$ cat src/bhsc_ram.sv
// generic simple dual-port ram with registered read
`default_nettype none

module bhsc_ram #(
	parameter int WIDTH = 32,
	parameter int DEPTH = 64
) (
	input  wire logic                       clk,
	input  wire logic                       we,
	input  wire logic [$clog2(DEPTH)-1:0]   waddr,
	input  wire logic [WIDTH-1:0]           wdata,
	input  wire logic [$clog2(DEPTH)-1:0]   raddr,
	output logic      [WIDTH-1:0]           rdata
);

	logic [WIDTH-1:0] mem [DEPTH];

	// write port
	always_ff @(posedge clk) begin
		if (we) begin
			mem[waddr] <= wdata;
		end
	end

	// registered read port
	always_ff @(posedge clk) begin
		rdata <= mem[raddr];
	end

endmodule

`default_nettype wire
$ cat config.mk
export PLATFORM = sky130hd
export DESIGN_NAME = bhsc_ram
export DESIGN_NICKNAME = d
export VERILOG_FILES = /design/src/bhsc_ram.sv
export SDC_FILE = /design/constraint.sdc
export NUM_CORES = 2
export LEC_CHECK = 0
export BUFFER_PORTS_ARGS = -buffer_cell sky130_fd_sc_hd__buf_2
export CORE_ASPECT_RATIO = 1.2
export CORE_MARGIN = 5
export CORE_UTILIZATION = 55
export CTS_CLUSTER_DIAMETER = 100
export DETAILED_ROUTE_END_ITERATION = 8
export PLACE_DENSITY = 0.81
export SLEW_MARGIN = 20
export SYNTH_ARGS = -nofsm -noshare
export SYNTH_HDL_FRONTEND = slang
export SYNTH_SLANG_ARGS = --single-unit
$ cat constraint.sdc
create_clock -name clk -period 12.9 [get_ports clk]
set_input_delay 3.87 -clock clk [delete_from_list [all_inputs] [get_ports clk]]
set_output_delay 3.87 -clock clk [all_outputs]
set_load 0.05 [all_outputs]
* After elaboration in Yosys (flattened, before gate mapping) *
Memories as Yosys holds them, arrays and structs flattened. A register that Yosys moved wholly into a read port is not among the register bits.
Index checks and enable logic that the tools add are counted.
Widths: inputs -> output; s select.

word-level totals
  register bits = 0
  bits in latches = 0
  RAM bits = 2048
  ROM bits = 0
  input port bits = 46
  output and inout bits = 32
  word-level logic and storage cells = 3
  memories = 1

operators by class
  add/sub/neg operators = 0
  $mul = 0
  divide/modulo/power cells = 0
  order comparisons = 0
  equal/unequal tests = 0
  shift-type cells = 0
  mux-type cells = 2
  bitwise logic cells = 0
  reductions and logical operators = 0

memories
  memory  words  width  read ports  clocked after Yosys merged registers in  wr ports  line  text
  mem     64     32     1           1                                        1         16    logic [WIDTH-1:0] mem [DEPTH];

operators by type and width
  operator  count
  $mux 1    2

* Logic depth before layout (Yosys ltp) *
  word-level depth = 2
  mapped depth = 10
  gate-level depth less buffers = 5

* Worst setup path after synthesis *
OpenSTA, ideal clock, no wires.

  path kind = input -> register
  start point = input port waddr[3]
  end point = memory mem[48][0], enable pin
  library setup time = 0.461 ns
  arrival time = 6.569 ns
  slack = 5.870 ns
  cell stages on the path = 4
  path buffers = 1
  path through = clkbuf_1 > nor2b_1 > nand4b_1 > nor3_1

RTL lines
  item                line  text
  start: declaration  10    input wire logic [$clog2(DEPTH)-1:0] waddr,
  end: declaration    16

Straight into the memory's write port.

==> impl_metrics.yaml <==
die:
  die_x_um: 355
  start_util_pct: 55.1
  core-area_mm2: 0.142
  io_pins: 78
  dieArea_mm2: 0.150
  dieHeight_um: 424
  num_rows: 152
drt:
  via_count: 39000
  wl_per_cell_um: 38.5
  drc_errors: 0
  drtPass1Iterations: 6
  first_iter_violations: 6687
  viasPerCell: 7.06
  finalWirelength_um: 212000
  antenna_left: 0
critical_path:
  r2r_slack_ns: 10.47
  critical_path_class: "input port to flop"
  crit_path_end_kind: "flop"
  endpoint: "rdata[7]"
  reg2regPathDepth: 5
  r2r_end: "rdata[7]"
  path_max_fanout: 104
  required_ns: 13.54
  crit_arrival_ns: 7.94
  start_kind: "input port"
  worstReg2RegStart: "mem[21][7]"
  crit_path_start: "raddr[0]"
cells_and_area:
  fillers: 8695
  fin_nets: 3548
  regArea_mm2: 0.0621
  layout-drive-gt1-share_pct: 28.9
  finalNonFillerCells: 5518
  area_growth_pct: 11.9
  multi_input_area_mm2: 0.0160
  fin_area_mm2: 0.0879
sta:
  setup_tns_ns: 0
  worstMarginPinSlew_ns: 1.16
  setup_viol: 0
  hold_ws_ns: 0.799
  timing.fmax_mhz: 137
  finalCriticalPeriod_ns: 7.30
  finalClockSkew_ns: 0.0400
  finalCritPeriodShare_pct: 56.6
  rsz0062_at_grt: "no"
  finalHoldViolations: 0
  drv_slew: 0
  timing.max_slew.rel_slack_pct: 22.3
clock_tree:
  cts_buffers: 185
  ctsResizeCount: 0
  cts.sinks: 2080
  clockBufferDepth: 3
  htree_levels: 4
  path_clk_slew_ns: 0.06
  cts_tree: "done"
  root_buffer: "clkbuf_16"
  cts_setup_buffers: 0
  clk_latency_ns: 0.84
  ctsHoldBuffers: 0
global_routing:
  grt_pass1_wl_um: 298000
  grt_antenna_before_repair: 16
  grt_use_total_pct: 28.3
  grt_start_max_net_pins: 113
  grt_pass1_vias: 40200
  grt_overflow_total: 0
logic_synthesis:
  yosys_warnings: 0
  ys_ff_latch: 2080
  syn_area_mm2: 0.0785
  synth-seq-area-share_pct: 79.1
  syn_nets: 3370
  synth_cell_types: 34
  syn-instance-count: 3324
  syn_avg_cell_area_um2: 23.6
placement:
  place_congestion: 0.796
  dpl.cell_count: 5161
  post_dp_cell_area_mm2: 0.0816
  io_buffers: 77
  dp_hpwl_um: 99800
hold_path:
  hold_depth: 4
  hold_class: "flop to flop"
run:
  max_cap_viol_count: 0
power_and_ir_drop:
  p_leak_nw: 27.2
  power_density_mw_per_mm2: 157
  ir_drop_mv: 0.138
outcome:
  outcome: "finished, final reports clean"
-- synthesized netlist by cell type (all sizes together) --
| cell type | number | area share (%) |
|---|---|---|
| a21oi | 62 | 0.40 |
| a22oi | 12 | 0.11 |
| a311oi | 8 | 0.089 |
| a31oi | 1 | 0.0080 |
| a41o | 4 | 0.051 |
| and2 | 2 | 0.016 |
| and3 | 4 | 0.032 |
| buf | 108 | 0.77 |
| clkbuf | 74 | 0.35 |
| dfxtp | 32 | 0.82 |
| edfxtp | 2048 | 78 |
| mux2i | 93 | 1.2 |
| mux4 | 544 | 16 |
| nand2 | 26 | 0.12 |
| nand2b | 8 | 0.064 |
| nand3 | 5 | 0.032 |
| nand3b | 5 | 0.048 |
| nand4 | 2 | 0.016 |
| nand4b | 1 | 0.011 |
| nor2 | 137 | 0.65 |
| nor2b | 15 | 0.12 |
| nor3 | 7 | 0.045 |
| o221ai | 27 | 0.30 |
| o22ai | 84 | 0.67 |
| o32ai | 4 | 0.045 |
| or2 | 3 | 0.024 |
| or3 | 3 | 0.024 |
| or3b | 5 | 0.056 |
-- worst min path at each step --
stage	endpoint	from	slack (ns)
floorplan	rdata[17]	mem[12][17]	0.66
global placement	rdata[17]	mem[12][17]	0.73
detailed placement	rdata[20]	mem[28][20]	0.75
CTS	rdata[20]	mem[28][20]	0.79
global route	rdata[17]	mem[12][17]	0.83
finish	rdata[20]	mem[12][20]	0.80
-- registers in the layout, indices dropped and copies added (netlist names) --
register	count
mem	2048
rdata	32
-- placed cells by master (no fill, tap or decap), types with 3 or more instances in the layout --
cell        netlist  layout
or3b_2            3       3
clkinv_2          0      32
mux2i_1          93      93
nor2b_1          15      14
a311oi_1          8       8
nand2b_1          8       8
buf_4            25     105
dfxtp_1          32      32
a41o_1            4       4
inv_16            0       3
buf_2            57      57
clkbuf_16         0     189
clkinv_8          0       5
nand3_1           5       5
clkinv_1          0      35
bufinv_16         0      19
buf_12            0       8
or3_1             3       3
a22oi_1          12      12
nand3b_1          5       5
nor2_4            0      62
mux4_2          544     544
edfxtp_1       2048    2048
inv_6             0       4
clkbuf_8          0       8
buf_8             0       3
and3_1            4       4
o32ai_1           4       4
clkinvlp_4        0       8
diode_2           0      10
o22ai_1          84      84
nor3_1            7       5
o221ai_1         27      27
clkbuf_1         74      39
nor2_1          137      74
nand2_1          26      25
a21oi_1          62      62
-- kinds of logic (layout without fill, tap and decap cells) --
group / count (synthesis) / after routing / synth area share, %
buffers and inverters: 182 / 518 / 1.13
other: 0 / 10 / 0
DFF: 2080 / 2080 / 79.1
muxes: 637 / 637 / 16.8
AOI/OAI and AO/OA: 202 / 202 / 1.67
and+or+nand+nor: 223 / 223 / 1.27
-- power breakdown --
group / internal, mW / switching, mW
clock: 3.13 / 2.47
sequential: 7.48 / 0.0359
combinational: 0.243 / 0.471
total: 10.9 / 2.97
-- area by class of cell --
type | count | share of cell area, %
timing repair buffer | 173 | 1.46
clock inverter | 109 | 1.30
sequential | 2080 | 70.7
multi-input combinational | 1062 | 18.2
tap | 1848 | 2.63
antenna | 10 | 0.0285
clock buffer | 236 | 5.67
-- worst max-delay path, cell delays in order --
cell and delay, ns:
buf_8 0.44, buf_12 0.73, buf_4 0.81, mux4_2 0.65, o22ai_1 0.24, nor2_1 0.13, a21oi_1 0.79, nor2_1 0.12
-- layer usage --
| layer | vias up | routed length [um] | GRT usage [%] |
|---|---|---|---|
| met1 | 20100 | 66800 | 36.0 |
| met3 | 665 | 28400 | 7.53 |
| met4 | 18 | 11900 | 13.1 |
| met2 | 3543 | 105000 | 46.3 |
| met5 | - | 136 | 0 |
| li1 | 14600 | - | - |
-- per-stage QoR --
step / power [mW] / setup slack, ns / utilization, %
after CTS: 13.8 / 5.60 / 61.6
after detailed placement: 8.34 / 4.79 / 57.3
after global routing: 14.2 / 5.40 / 61.7
final: 13.8 / 5.60 / 61.7
after global placement: 8.32 / 4.77 / 57.3
after floorplan: 8.05 / 5.87 / -
No activity file was read; power rests on OpenSTA's default activity.
